--- src/hw/rtl/jfw_pkg.sv ---
package jfw_pkg;

    // Direction nibble masks
    localparam logic [7:0] DIR_LO_MASK = 8'h0f;
    localparam logic [7:0] DIR_HI_MASK = 8'hf0;
    localparam logic [7:0] BYTE_MASK   = 8'hff;
    // up_position above this selects the high nibble
    localparam logic [2:0] LO_NIBBLE_TOP = 3'd3;

    localparam int CFG_IDX_W  = 3;
    localparam int CFG_DATA_W = 3;

    // Register indexes on the configuration port
    typedef enum logic [CFG_IDX_W-1:0] {
        CFG_UP_POS      = 3'd0,
        CFG_DOWN_POS    = 3'd1,
        CFG_LEFT_POS    = 3'd2,
        CFG_RIGHT_POS   = 3'd3,
        CFG_FOUR_WAY    = 3'd4,
        CFG_CLEAR_OPP   = 3'd5,
        CFG_ACTIVE_LOW  = 3'd6
    } t_cfg_idx;

    // Reset values
    localparam logic [2:0] UP_POS_RST    = 3'd0;
    localparam logic [2:0] DOWN_POS_RST  = 3'd1;
    localparam logic [2:0] LEFT_POS_RST  = 3'd2;
    localparam logic [2:0] RIGHT_POS_RST = 3'd3;

    typedef struct packed {
        logic [2:0] up_pos;
        logic [2:0] down_pos;
        logic [2:0] left_pos;
        logic [2:0] right_pos;
        logic       four_way;
        logic       clear_opp;
        logic       active_low;
    } t_cfg;

    // Per-player state seen by / produced from the restrictor
    typedef struct packed {
        logic [7:0] prev;
        logic [7:0] held;
    } t_pstate;

endpackage

--- src/hw/rtl/jfw_cfg.sv ---
module jfw_cfg (
    input  logic                           i_clk,
    input  logic                           i_rst_n,
    input  logic                           i_cfg_we,
    input  logic [jfw_pkg::CFG_IDX_W-1:0]  i_cfg_idx,
    input  logic [jfw_pkg::CFG_DATA_W-1:0] i_cfg_data,
    output jfw_pkg::t_cfg                  o_cfg
);

    jfw_pkg::t_cfg r_cfg;
    jfw_pkg::t_cfg n_cfg;

    // Register decode; unused indexes are ignored
    always_comb begin
        n_cfg = r_cfg;
        if (i_cfg_we) begin
            unique case (jfw_pkg::t_cfg_idx'(i_cfg_idx))
                jfw_pkg::CFG_UP_POS:     n_cfg.up_pos     = i_cfg_data;
                jfw_pkg::CFG_DOWN_POS:   n_cfg.down_pos   = i_cfg_data;
                jfw_pkg::CFG_LEFT_POS:   n_cfg.left_pos   = i_cfg_data;
                jfw_pkg::CFG_RIGHT_POS:  n_cfg.right_pos  = i_cfg_data;
                jfw_pkg::CFG_FOUR_WAY:   n_cfg.four_way   = i_cfg_data[0];
                jfw_pkg::CFG_CLEAR_OPP:  n_cfg.clear_opp  = i_cfg_data[0];
                jfw_pkg::CFG_ACTIVE_LOW: n_cfg.active_low = i_cfg_data[0];
                default: ;
            endcase
        end
    end

    always_ff @(posedge i_clk) begin
        if (!i_rst_n) begin
            r_cfg.up_pos     <= jfw_pkg::UP_POS_RST;
            r_cfg.down_pos   <= jfw_pkg::DOWN_POS_RST;
            r_cfg.left_pos   <= jfw_pkg::LEFT_POS_RST;
            r_cfg.right_pos  <= jfw_pkg::RIGHT_POS_RST;
            r_cfg.four_way   <= 1'b0;
            r_cfg.clear_opp  <= 1'b0;
            r_cfg.active_low <= 1'b0;
        end else begin
            r_cfg <= n_cfg;
        end
    end

    assign o_cfg = r_cfg;

endmodule

--- src/hw/rtl/jfw_restrict.sv ---
module jfw_restrict (
    input  jfw_pkg::t_cfg    i_cfg,
    input  logic             i_in_range,
    input  logic [7:0]       i_raw,
    input  logic             i_rnd,
    input  jfw_pkg::t_pstate i_state,
    output jfw_pkg::t_pstate o_state,
    output logic             o_state_we,
    output logic [7:0]       o_result
);

    logic [7:0] dir_mask;
    logic [7:0] other_mask;
    logic [7:0] ud;
    logic [7:0] rl;
    logic [7:0] d0;
    logic [7:0] d1;
    logic [7:0] d2;
    logic [7:0] held_next;
    logic [7:0] fw_res;
    logic [7:0] opp_res;
    logic       fw;
    logic       diag0;
    logic       diag1;

    // Direction nibble and axis pair masks
    assign dir_mask   = (i_cfg.up_pos > jfw_pkg::LO_NIBBLE_TOP) ? jfw_pkg::DIR_HI_MASK
                                                                : jfw_pkg::DIR_LO_MASK;
    assign other_mask = dir_mask ^ jfw_pkg::BYTE_MASK;
    assign ud = (8'b1 << i_cfg.up_pos) | (8'b1 << i_cfg.down_pos);
    assign rl = (8'b1 << i_cfg.right_pos) | (8'b1 << i_cfg.left_pos);

    // Diagonal resolution: drop directions pressed in the previous input, then tie-break
    assign d0    = i_raw & dir_mask;
    assign diag0 = (|(d0 & rl)) && (|(d0 & ud));
    assign d1    = diag0 ? (d0 & ~(i_state.prev & dir_mask)) : d0;
    assign diag1 = (|(d1 & rl)) && (|(d1 & ud));
    assign d2    = diag1 ? (d1 & (i_rnd ? rl : ud)) : d1;

    assign held_next = (i_raw != i_state.prev) ? d2 : i_state.held;
    assign fw        = i_cfg.four_way && i_in_range;
    assign fw_res    = fw ? (held_next | (i_raw & other_mask)) : i_raw;

    // Opposite clearing, horizontal pair first
    always_comb begin
        opp_res = fw_res;
        if (i_cfg.clear_opp) begin
            if ((opp_res & rl) == rl) opp_res = opp_res & ~rl;
            if ((opp_res & ud) == ud) opp_res = opp_res & ~ud;
        end
    end

    assign o_result      = i_cfg.active_low ? ~opp_res : opp_res;
    assign o_state_we    = fw;
    assign o_state.prev  = i_raw;
    assign o_state.held  = held_next;

endmodule

--- src/hw/rtl/joystick_four_way_restrictor_top.sv ---
// Channel   | Dir | Handshake                     | Payload
// s_axis    | in  | i_s_axis_tvalid/o_s_axis_tready | tdata: raw_buttons, random_bit; tuser: player
// m_axis    | out | o_m_axis_tvalid/i_m_axis_tready | tdata: processed_buttons
// cfg       | in  | i_cfg_we                       | i_cfg_idx, i_cfg_data
//
// One item per cycle sustained while the output is not stalled; each item passes through the
// input register and then the result register.
// An input register feeds the restrictor logic, whose result and per-player state update
// are captured in the same edge, so back-to-back items of the same player see fresh state.
// Synchronous active-low reset clears config to defaults and all per-player state to zero.
// A stalled output holds the input register; input is taken while that register drains.
module joystick_four_way_restrictor_top #(
    parameter int PLAYER_COUNT = 4
) (
    input  logic                           i_clk,
    input  logic                           i_rst_n,
    input  logic                           i_s_axis_tvalid,
    output logic                           o_s_axis_tready,
    input  logic [15:0]                    i_s_axis_tdata,  // [7:0] raw_buttons, [8] random_bit
    input  logic [1:0]                     i_s_axis_tuser,  // [1:0] player
    output logic                           o_m_axis_tvalid,
    input  logic                           i_m_axis_tready,
    output logic [7:0]                     o_m_axis_tdata,  // [7:0] processed_buttons
    input  logic                           i_cfg_we,
    input  logic [jfw_pkg::CFG_IDX_W-1:0]  i_cfg_idx,
    input  logic [jfw_pkg::CFG_DATA_W-1:0] i_cfg_data
);

    // Only players the 2-bit field can name need storage
    localparam int DEPTH = (PLAYER_COUNT < 4) ? PLAYER_COUNT : 4;
    localparam int IDX_W = (DEPTH > 1) ? $clog2(DEPTH) : 1;

    jfw_pkg::t_cfg    cfg;
    jfw_pkg::t_pstate cur_state;
    jfw_pkg::t_pstate nxt_state;
    logic             state_we;
    logic [7:0]       result;
    logic             advance;
    logic             in_range;
    logic [IDX_W-1:0] pidx;

    logic                  r_in_valid;
    logic [7:0]            r_raw;
    logic                  r_rnd;
    logic [1:0]            r_player;
    logic                  r_out_valid;
    logic [7:0]            r_out_data;
    logic [DEPTH-1:0][7:0] r_prev;
    logic [DEPTH-1:0][7:0] r_held;

    jfw_cfg u_cfg (
        .i_clk      (i_clk),
        .i_rst_n    (i_rst_n),
        .i_cfg_we   (i_cfg_we),
        .i_cfg_idx  (i_cfg_idx),
        .i_cfg_data (i_cfg_data),
        .o_cfg      (cfg)
    );

    // Stage moves when the result register is free or draining
    assign advance         = r_in_valid && (!r_out_valid || i_m_axis_tready);
    assign o_s_axis_tready = !r_in_valid || advance;

    always_ff @(posedge i_clk) begin
        if (!i_rst_n) begin
            r_in_valid <= 1'b0;
        end else if (o_s_axis_tready) begin
            r_in_valid <= i_s_axis_tvalid;
        end
    end

    always_ff @(posedge i_clk) begin
        if (o_s_axis_tready && i_s_axis_tvalid) begin
            r_raw    <= i_s_axis_tdata[7:0];
            r_rnd    <= i_s_axis_tdata[8];
            r_player <= i_s_axis_tuser;
        end
    end

    // Per-player state lookup
    assign in_range       = (5'(r_player) < 5'(PLAYER_COUNT));
    assign pidx           = IDX_W'(r_player);
    assign cur_state.prev = r_prev[pidx];
    assign cur_state.held = r_held[pidx];

    jfw_restrict u_restrict (
        .i_cfg      (cfg),
        .i_in_range (in_range),
        .i_raw      (r_raw),
        .i_rnd      (r_rnd),
        .i_state    (cur_state),
        .o_state    (nxt_state),
        .o_state_we (state_we),
        .o_result   (result)
    );

    // State update commits with the result
    always_ff @(posedge i_clk) begin
        if (!i_rst_n) begin
            r_prev <= '0;
            r_held <= '0;
        end else if (advance && state_we) begin
            r_prev[pidx] <= nxt_state.prev;
            r_held[pidx] <= nxt_state.held;
        end
    end

    // Result register
    always_ff @(posedge i_clk) begin
        if (!i_rst_n) begin
            r_out_valid <= 1'b0;
        end else if (!r_out_valid || i_m_axis_tready) begin
            r_out_valid <= r_in_valid;
        end
    end

    always_ff @(posedge i_clk) begin
        if (advance) begin
            r_out_data <= result;
        end
    end

    assign o_m_axis_tvalid = r_out_valid;
    assign o_m_axis_tdata  = r_out_data;

    // A result appears only after an item sat in the input register
    a_out_from_in: assert property (@(posedge i_clk) disable iff (!i_rst_n)
        $rose(o_m_axis_tvalid) |-> $past(r_in_valid))
        else $error("result valid without a staged item");

    // Full pipeline with stalled output must not take input
    a_stall_blocks: assert property (@(posedge i_clk) disable iff (!i_rst_n)
        (r_in_valid && r_out_valid && !i_m_axis_tready) |-> !o_s_axis_tready)
        else $error("input taken while pipeline blocked");

    // Without four-way mode player state never moves
    a_state_frozen: assert property (@(posedge i_clk) disable iff (!i_rst_n)
        (!cfg.four_way && !i_cfg_we) |=> ($stable(r_prev) && $stable(r_held)))
        else $error("player state changed outside four-way mode");

endmodule
--- config.mk ---
export PLATFORM = sky130hd
export DESIGN_NAME = joystick_four_way_restrictor_top
export DESIGN_NICKNAME = d
export VERILOG_FILES = /design/src/hw/rtl/jfw_pkg.sv /design/src/hw/rtl/jfw_cfg.sv /design/src/hw/rtl/jfw_restrict.sv /design/src/hw/rtl/joystick_four_way_restrictor_top.sv
export SDC_FILE = /design/constraint.sdc
export NUM_CORES = 1
export LEC_CHECK = 0
export BUFFER_PORTS_ARGS = -buffer_cell sky130_fd_sc_hd__buf_2
export CORE_MARGIN = 4
export CORE_UTILIZATION = 40
export CTS_CLUSTER_DIAMETER = 200
export DETAILED_ROUTE_END_ITERATION = 6
export PLACE_DENSITY_LB_ADDON = 0.12
export SYNTH_ARGS = -nofsm -noshare
export SYNTH_HDL_FRONTEND = slang
export SYNTH_HIERARCHICAL = 1
export SYNTH_SLANG_ARGS = --single-unit
export TNS_END_PERCENT = 5
--- constraint.sdc ---
create_clock -name i_clk -period 3.85 [get_ports i_clk]
set_clock_uncertainty 0.15 [all_clocks]
set_input_delay 0.1925 -clock i_clk [delete_from_list [all_inputs] [get_ports i_clk]]
set_output_delay 0.1925 -clock i_clk [all_outputs]
set_load 0.02 [all_outputs]
# [Word level (Yosys, flattened, before mapping)]
# Cells that the tools add are included.
[word_totals] latch_bits=0 input_bits=29 ramBits=0 out_inout_bits=10 n_memories=0 rom_bits=0 regBits=100
[classes] mul=0 bitwise_logic=21 n_addsub=0 n_reduce_logical=22 n_eq_ne=9 mux=19 magnitude_cmp=3 div=0 n_shift=4
[ops] op="two-way mux 8 bit" count=14
[ops] op="bitwise AND 8 bit" count=13
[ops] op="bitwise mux 32 bit" count=2
[ops] op="NOT 8 bit" count=5
[ops] op="binary-select mux 8 bit (select 2 bit)" count=2
[ops] op="OR reduction 8 bit" count=4
[ops] op="<< shifter 1 x 3 -> 8 bit, first input constant" count=4
[ops] op="bitwise OR 8 bit" count=3
[ops] op="demux 8 bit (select 2 bit)" count=1
[ops] op="equality test 8 bit" count=2
[ops] op="AND reduction 2 bit" count=7
[ops] op="equality test 3 bit, second input constant" count=3
[ops] op="!= test 8 bit" count=1
[ops] op="equality test 3 x 2 -> 1 bit, second input constant" count=2
[ops] op="logical AND 1 bit" count=6
[ops] op="equality test 3 x 1 -> 1 bit, second input constant" count=1
[ops] op="greater-than comparator 3 x 2 -> 1 bit, second input constant" count=1
[ops] op="logical NOT 3 bit" count=1
[ops] op="< comparator 2 x 3 -> 1 bit, second input constant" count=1
[ops] op=">= comparator 2 x 1 -> 1 bit, second input constant" count=1
[ops] op="logical NOT 1 bit" count=2
[ops] op="logical OR 1 bit" count=2

# [Depth between registers and ports, before layout]
# Gate-level depths: netlist of the first run.
[logic_depth] word_depth=24 mapped_depth=18

# [Modules after synthesis]
# The synthesis of the first run kept the hierarchy.
[by_module_without_submodules] mod="joystick_four_way_restrictor_top" area_per_inst_um2=3439.5 seq_area_each_um2=1891.8 cells_per_inst=279 n_inst=1
[by_module_without_submodules] mod="jfw_restrict" area_per_inst_um2=2214.6 seq_area_each_um2=0.0 cells_per_inst=321 n_inst=1
[by_module_without_submodules] mod="jfw_cfg" area_per_inst_um2=643.1 seq_area_each_um2=300.3 cells_per_inst=59 n_inst=1

# [Worst setup path after synthesis of the first run]
# No wires, ideal clock.
[synth_path] path_type="register to register" from="register r_player[0] (netlist: pidx[0])" to="register r_out_data[3] (netlist: o_m_axis_tdata[3]), data pin" setup_ps=264 t_arrival_ps=3726 path_buffers=5 stages_incl_launch_ff=17 path_slack_ps=-290 period_less_slack_ps=4140 path_cell_list="edfxtp_1 buf_4 buf_2 mux4_2 xnor2_1 nand4_1 nor2_1 clkbuf_1 clkbuf_1 a21oi_1 a311oi_4 o22a_1 o2111ai_2 buf_2 o211ai_1 mux2i_1 nor2_1"
[synth_lines] element="from (decl)" line_no="joystick_four_way_restrictor_top.sv:45" rtl="logic [1:0] r_player;"
[synth_lines] element="from (signal assigned)" line_no="joystick_four_way_restrictor_top.sv:76" rtl="r_player <= i_s_axis_tuser;"
[synth_lines] element="to (signal assigned)" line_no="joystick_four_way_restrictor_top.sv:119" rtl="r_out_data <= result;"
[synth_lines] element="to (decl)" line_no="joystick_four_way_restrictor_top.sv:47" rtl="logic [7:0] r_out_data;"

==> flow_summary.yaml, run 1 <==
sta:
  worst_slew_pin_slew_ps: 960.9
  fin_crit_ps: 4137
  layout_setup_ws_ps: -286.9
  slew_viol_final: 0
  hold_viol: 0
  slew_headroom_pct: 35.94
  min_period_over_period_pct: 107.5
  rsz0062_at_grt: "true"
  setup_viol: 8
  setup_tns_ps: -1997
  max_freq_mhz: 241.7
synth:
  muxShareOfSynthArea_pct: 21.64
  synth_area_leaders: "dfxtp_1 26%, mux2i_1 14%, edfxtp_1 9.1%"
  syn_nets: 688
  ys_ff_latch: 100
  synthArstFlopShare_pct: 0
  synth.largest_area_cell: "dfxtp_1"
  synthXorXnorAreaFrac_pct: 1.113
  synth_seq_area_share_pct: 34.81
  synth_top_flop_cell: "dfxtp_1"
  syn-instance-count: 659
  yosysUniqueCellTypes: 90
  synthSimpleGateAreaFrac_pct: 20.45
  synth_largest_type_area_fraction_pct: 25.75
  synth_warnings: 6
  synth_edf_count: 19
  yosysMostFrequentCell: "nand2_1"
  synth_fa_ha_area_share_pct: 0
  synth-compound-area-share_pct: 16.69
  synth_area_um2: 6297
  syn_avg_cell_area_um2: 9.556
  synth_top_family_by_area: "multiplexers"
  ys_top_cells_by_count: "123 x nand2_1, 90 x mux2i_1, 81 x dfxtp_1"
place:
  place_area_um2: 7311
  pre_cts_ws_ps: -409.6
  io_buffers: 31
  routabilityCongestion: 0.9550
  dp_hpwl_um: 13680
cells_and_area:
  antennaDiodeCount: 0
  utilization_pct: 52.20
  area_delta_synth_final_pct: 26.94
  post_route_cells_drive_above_1_share_pct: 32.78
  design_area_um2: 7994
  num-nets-final: 814
setup_path:
  rr_startpoint: "pidx[1]$_DFFE_PP_"
  cpMostUsedCell: "buf_4"
  crit_path_end_kind: "flip-flop"
  r2r_slack_ps: -290
  regToRegEndpoint: "o_m_axis_tdata[2]$_DFFE_PP_"
  worst-setup-path-type: "flip-flop to flip-flop"
  startpoint_type: "flip-flop"
  critPathRequiredTime_ps: 3790
  cp_cell_sequence: "buf_12 -> buf_4 -> mux4_2 -> xnor2_2 -> nand4_1 -> nor2_1 -> buf_4 -> a311o_1 -> a21oi_2 -> a41oi_2 -> nand3_2 -> o32a_1 -> o2111ai_2 -> buf_12 -> buf_4 -> o41ai_1 -> nor2_1"
  rr_worst_depth: 17
  cp_max_fo: 17
  crit_path_start: "pidx[1]$_DFFE_PP_"
  worstPathArrival_ps: 4070
  cp-endpoint: "o_m_axis_tdata[2]$_DFFE_PP_"
  crit_path_top_delay_cell: "edfxtp_1"
  critical_path.max_stage_delay_ps: 420
clock_tree:
  path_clk_slew_ps: 70
  clockBufferDepth: 2
  clock_sinks: 100
  clock_latency_ps: 350
  cts_made_buffers: 9
  cts_tree: "yes"
  htreeDepth: 3
  cts_root_buffer: "clkbuf_16"
floorplanning:
  coreArea_um2: 15310
  rows: 45
  start_util_pct: 41.12
  fp.dieH_um: 133.5
  io_pins: 39
  die_w_um: 133.5
  die_area_um2: 17810
drt:
  antenna_left: 0
  drcViolationCount: 0
  dr.first_iter.drc_count: 332
  vias: 5595
  finalWirelength_um: 18780
  drt_first_pass_iters: 5
  wire_per_inst_um: 18.76
  vias_per_cell: 5.589
grt:
  grt_pass1_vias: 5552
  grt_max_degree: 58
  grt_pass1_wl_um: 29780
  grtUsageTotal_pct: 21.01
  grt-ovfl-total: 0
  antenna_found_initial: 0
status:
  status: "finished with violations"
  violations: "negative setup slack"
worst_hold_path:
  min-delay-path-class: "input port to flip-flop"
power:
  p_leak_nw: 2.937
  power_density_nw_per_um2: 295.9
  ir_worst_vdd_uv: 255.7
job:
  cap_violations: 0
-- cell families (layout without fill, tap and decap cells) --
| family | after synthesis | after routing |
|---|---|---|
| buffers and inverters | 59 | 190 |
| flip-flops | 100 | 100 |
| other | 1 | 1 |
| XOR/XNOR | 8 | 8 |
| multiplexers | 115 | 115 |
| AO/OA/AOI/OAI | 133 | 133 |
| AND/OR/NAND/NOR | 243 | 243 |
-- sequential cells by signal, summed over array words and instances (netlist names), 2 cells and up --
register        flops
pidx                2
r_prev             32
u_cfg/o_cfg        15
o_m_axis_tdata      8
r_held             32
r_raw               8
-- stage by stage --
stage                     hold WS (ps)  power [mW]  std cells
after floorplan                  141.4       1.338        659
after global placement           220.3       1.468        963
after detailed placement         220.6       1.473        963
after CTS                        45.93       2.378        998
after global routing             58.82       2.459       1001
final                            61.63       2.366       1001
-- report_power, final --
group	switching [mW]	internal, mW	total [mW]
Combinational	0.215	0.175	0.390
Clock	0.412	0.462	0.874
Sequential	0.0171	1.08	1.10
-- timing repair --
| item | in CTS | in global routing |
|---|---|---|
| hold buffers | 14 | 0 |
| gates resized for setup | 22 | 20 |
| buffers inserted | 5 | 3 |
| endpoints found under the setup margin | 12 | 16 |
| endpoints found under the hold margin | 17 | 0 |
| pin swaps | 7 | 11 |
-- layout by cell type (no fill, tap or decap), types with 4 or more instances in the layout --
cell           Yosys  routed
o41ai_1            7       5
buf_2              8      31
a21oi_2            2       4
inv_1              9       9
a311oi_2           1       4
nor2_1            29      28
dlygate4sd3_1      0      14
a31oi_1           11       9
o22ai_1            6       6
or2_2              4       4
buf_4             13     115
a21oi_1           20      18
mux2_2             9       9
dfxtp_2            0       5
nand3_1            8       7
edfxtp_1          19      19
nor2b_1            9       9
nand2b_1          10      10
and2_1             8       8
nor3_1             5       5
o21a_1             4       4
nand2_1          123     123
nand3b_1           5       5
clkbuf_16          0       9
o311ai_1           5       4
o22a_1             4       4
a21o_1             8       8
dfxtp_1           81      76
mux4_2            16      16
a22o_1             4       4
mux2i_1           90      90
o21ai_0           15      14
o211ai_1           8       8
xnor2_1            8       7
-- worst max-delay path: cells and delay by family, from the launching register on --
family	cells	cell delay, ps
AOI/OAI and AO/OA	6	1480
and+or+nand+nor	4	470
xor gates and xnor gates	1	170
DFF	1	420
buffers and inverters	5	830
muxes	1	340
-- final cells by class --
| type | count | area, um^2 |
|---|---|---|
| fillers | 1470 | 7321 |
| clock buffers | 12 | 246.5 |
| clock inverters | 4 | 31.28 |
| inverters | 9 | 33.78 |
| well taps | 211 | 264.0 |
| repair buffers | 165 | 1241 |
| flip-flops and latches | 100 | 2198 |
| multi-input cells | 500 | 3979 |
-- worst min-delay path by stage --
stage / start / endpoint / slack, ps / cells past startpoint
5_1_grt: i_cfg_we / u_cfg/o_cfg[1]$_SDFFE_PN0P_ / 60 / 3
2_1_floorplan: i_s_axis_tuser[0] / pidx[0]$_DFFE_PP_ / 140 / 0
3_3_place_gp: i_s_axis_tdata[5] / r_raw[5]$_DFFE_PP_ / 220 / 1
3_5_place_dp: i_s_axis_tdata[0] / r_raw[0]$_DFFE_PP_ / 220 / 1
4_1_cts: i_cfg_we / u_cfg/o_cfg[1]$_SDFFE_PN0P_ / 50 / 3
6_report: i_cfg_we / u_cfg/o_cfg[1]$_SDFFE_PN0P_ / 60 / 3
-- layer usage --
metal	part of all wire, %	wire length (um)	vias to the layer above	GRT usage [%]
met1	45	8367	2713	27.36
li1	-	-	2676	-
met2	48	9097	170	35.07
met5	0	0	-	0
met4	3.0	565	0	8.057
met3	4.0	748	36	3.437
Power figures use the tool's default switching activity.
==> run 2: changes to the inputs <==
--- a/config.mk
+++ b/config.mk
@@ -6,7 +6,7 @@
 export NUM_CORES = 1
 export LEC_CHECK = 0
 export BUFFER_PORTS_ARGS = -buffer_cell sky130_fd_sc_hd__buf_2
-export CORE_MARGIN = 4
+export CORE_MARGIN = 1
 export CORE_UTILIZATION = 40
 export CTS_CLUSTER_DIAMETER = 200
 export DETAILED_ROUTE_END_ITERATION = 6
==> run 2 against run 1 <==
  * The flow still finishes with violations (negative setup slack)
  * Via count increased by 0.59%
  * Setup slack improved by 45 ps
  * Fmax increased by 1.1%
  * Hold slack got worse by 8.1 ps
  * First-iteration DRC count increased by 19%
  * Flip-flop and latch count unchanged
  * Register-to-register slack improved by 50 ps
==> flow_summary.yaml, run 2 (same netlist as run 1, synthesis figures left out) <==
status:
  status: "finished with violations"
  violations: "negative setup slack"
sta:
  worst_slew_pin_slew_ps: 980.8
  rsz0062_at_grt: "true"
  hold_viol: 0
  slew_viol_final: 0
  fin_crit_ps: 4092
  min_period_over_period_pct: 106.3
  slew_headroom_pct: 34.61
  layout_setup_ws_ps: -241.6
  setup_viol: 8
  max_freq_mhz: 244.4
  setup_tns_ps: -1698
  whs_ps: 53.52
cells_and_area:
  area_delta_synth_final_pct: 28.27
  num-nets-final: 818
  layout_commonest_cell: "nand2_1"
  regArea_um2: 2206
  multi_input_area_um2: 4014
  layout_common_cells: "122 x nand2_1, 117 x buf_4, 90 x mux2i_1, 74 x dfxtp_1, 32 x buf_2"
  fill_cells: 1390
  post_route_cells_drive_above_1_share_pct: 34.01
  antennaDiodeCount: 0
  utilization_pct: 52.94
drt:
  vias_per_cell: 5.600
  wire_per_inst_um: 18.78
  drcViolationCount: 0
  dr.first_iter.drc_count: 395
  vias: 5628
  drt_first_pass_iters: 5
  antenna_left: 0
  finalWirelength_um: 18880
setup_path:
  crit_path_top_delay_cell: "dfxtp_1"
  critPathRequiredTime_ps: 3810
  rr_worst_depth: 18
  cpMostUsedCell: "buf_4"
  crit_path_end_kind: "flip-flop"
  cp_max_fo: 12
  r2r_slack_ps: -240
  cp_cell_sequence: "buf_4 -> and3b_2 -> o21ai_0 -> a32oi_2 -> or2_4 -> buf_4 -> a311oi_2 -> a221oi_2 -> nand2_2 -> buf_4 -> buf_4 -> a31oi_2 -> a21o_1 -> o2111ai_4 -> bufbuf_16 -> o311ai_1 -> mux2i_1 -> nor2_1"
  worst-setup-path-type: "flip-flop to flip-flop"
  startpoint_type: "flip-flop"
  critical_path.max_stage_delay_ps: 370
  regToRegEndpoint: "o_m_axis_tdata[4]$_DFFE_PP_"
  worstPathArrival_ps: 4050
  rr_startpoint: "u_cfg/o_cfg[9]$_SDFFE_PN1P_"
clock_tree:
  clock_latency_ps: 360
  cts_tree: "yes"
  cts_made_buffers: 9
  path_clk_slew_ps: 70
  cts_root_buffer: "clkbuf_16"
  clockBufferDepth: 2
  clock_sinks: 100
  htreeDepth: 3
place:
  pre_cts_ws_ps: -298.9
  routabilityCongestion: 0.9310
  dp_hpwl_um: 13520
  io_buffers: 31
floorplanning:
  start_util_pct: 41.27
  die_w_um: 127.5
  coreArea_um2: 15260
  io_pins: 39
  fp.dieH_um: 127.5
  rows: 45
  die_area_um2: 16250
grt:
  grt_pass1_vias: 5758
  grt_max_degree: 103
  grt_pass1_wl_um: 30770
  grtUsageTotal_pct: 24.69
  grt-ovfl-total: 0
  antenna_found_initial: 0
worst_hold_path:
  worstHoldStart: "i_cfg_idx[1]"
  min-delay-path-class: "input port to flip-flop"
  hold_depth: 3
  whs_endpoint: "u_cfg/o_cfg[0]$_SDFFE_PN0P_"
power:
  pwr-share-clk_pct: 37.0
  p_sw_uw: 659.7
  p_seq_share_pct: 46.0
  intPower_mw: 1.736
  p_leak_nw: 2.991
  p_comb_share_pct: 17.0
  power_mw: 2.396
  power_density_nw_per_um2: 296.6
  swShare_pct: 27.53
  ir_worst_vdd_uv: 284.4
job:
  cap_violations: 0
-- run 2: cell count changes in the layout (fill, tap and decap cells not counted), sizes merged --
| cell | change |
|---|---|
| buf | +2 |
| or2 | +1 |
| bufbuf | +1 |
-- run 2: metrics by stage --
step | std cells | area, um^2
after floorplan | 659 | 6302
after global placement | 959 | 7281
after detailed placement | 959 | 7281
after CTS | 1004 | 7984
after global routing | 1005 | 8078
final | 1005 | 8078
-- run 2: layer usage --
metal / part of all wire, % / global-route usage (%) / up-vias
met5: 0 / 0 / -
met4: 3.0 / 10.78 / 0
met2: 48 / 41.72 / 151
li1: - / - / 2686
met1: 45 / 31.12 / 2752
met3: 4.2 / 3.894 / 39
-- run 2: critical path: cells and delay by family (launching register included) --
kind            cells  cell delay, ps
compound gates      8            1450
simple gates        4             760
buf+inv             5             900
flops               1             370
mux                 1             200
-- run 2: timing repair --
action / CTS / global route
endpoints found under the hold margin: 18 / 0
endpoints found under the setup margin: 16 / 14
hold buffers: 14 / 0
pin swaps: 13 / 7
gates resized for setup: 29 / 21
cloned: 3 / 0
buffers inserted: 12 / 1
-- run 2: power by group through the flow --
stage / Clock [mW] / Sequential (mW) / Combinational [mW]
floorplan: 0 / 1.13 / 0.211
global placement: 0 / 1.13 / 0.339
detailed placement: 0 / 1.13 / 0.343
CTS: 0.912 / 1.10 / 0.394
global route: 0.953 / 1.11 / 0.436
finish: 0.887 / 1.10 / 0.406
-- run 2: layout make-up --
| cell class | instances | share of cell area [%] |
|---|---|---|
| Inverter | 9 | 0.4182 |
| Timing Repair Buffer | 168 | 15.88 |
| Sequential cell | 100 | 27.31 |
| Clock buffer | 12 | 3.051 |
| Tap cell | 211 | 3.268 |
| Clock inverter | 4 | 0.3872 |
| Multi-Input combinational cell | 501 | 49.69 |
-- run 2: how the worst max path moves through the flow --
stage / from / to / cells after the start
2_1_floorplan: pidx[0]$_DFFE_PP_ / o_m_axis_tdata[3]$_DFFE_PP_ / 16
3_3_place_gp: u_cfg/o_cfg[14]$_SDFFE_PN0P_ / o_m_axis_tdata[6]$_DFFE_PP_ / 15
3_5_place_dp: u_cfg/o_cfg[14]$_SDFFE_PN0P_ / o_m_axis_tdata[7]$_DFFE_PP_ / 15
4_1_cts: u_cfg/o_cfg[11]$_SDFFE_PN0P_ / o_m_axis_tdata[3]$_DFFE_PP_ / 15
5_1_grt: u_cfg/o_cfg[11]$_SDFFE_PN0P_ / o_m_axis_tdata[4]$_DFFE_PP_ / 16
6_report: u_cfg/o_cfg[9]$_SDFFE_PN1P_ / o_m_axis_tdata[4]$_DFFE_PP_ / 18
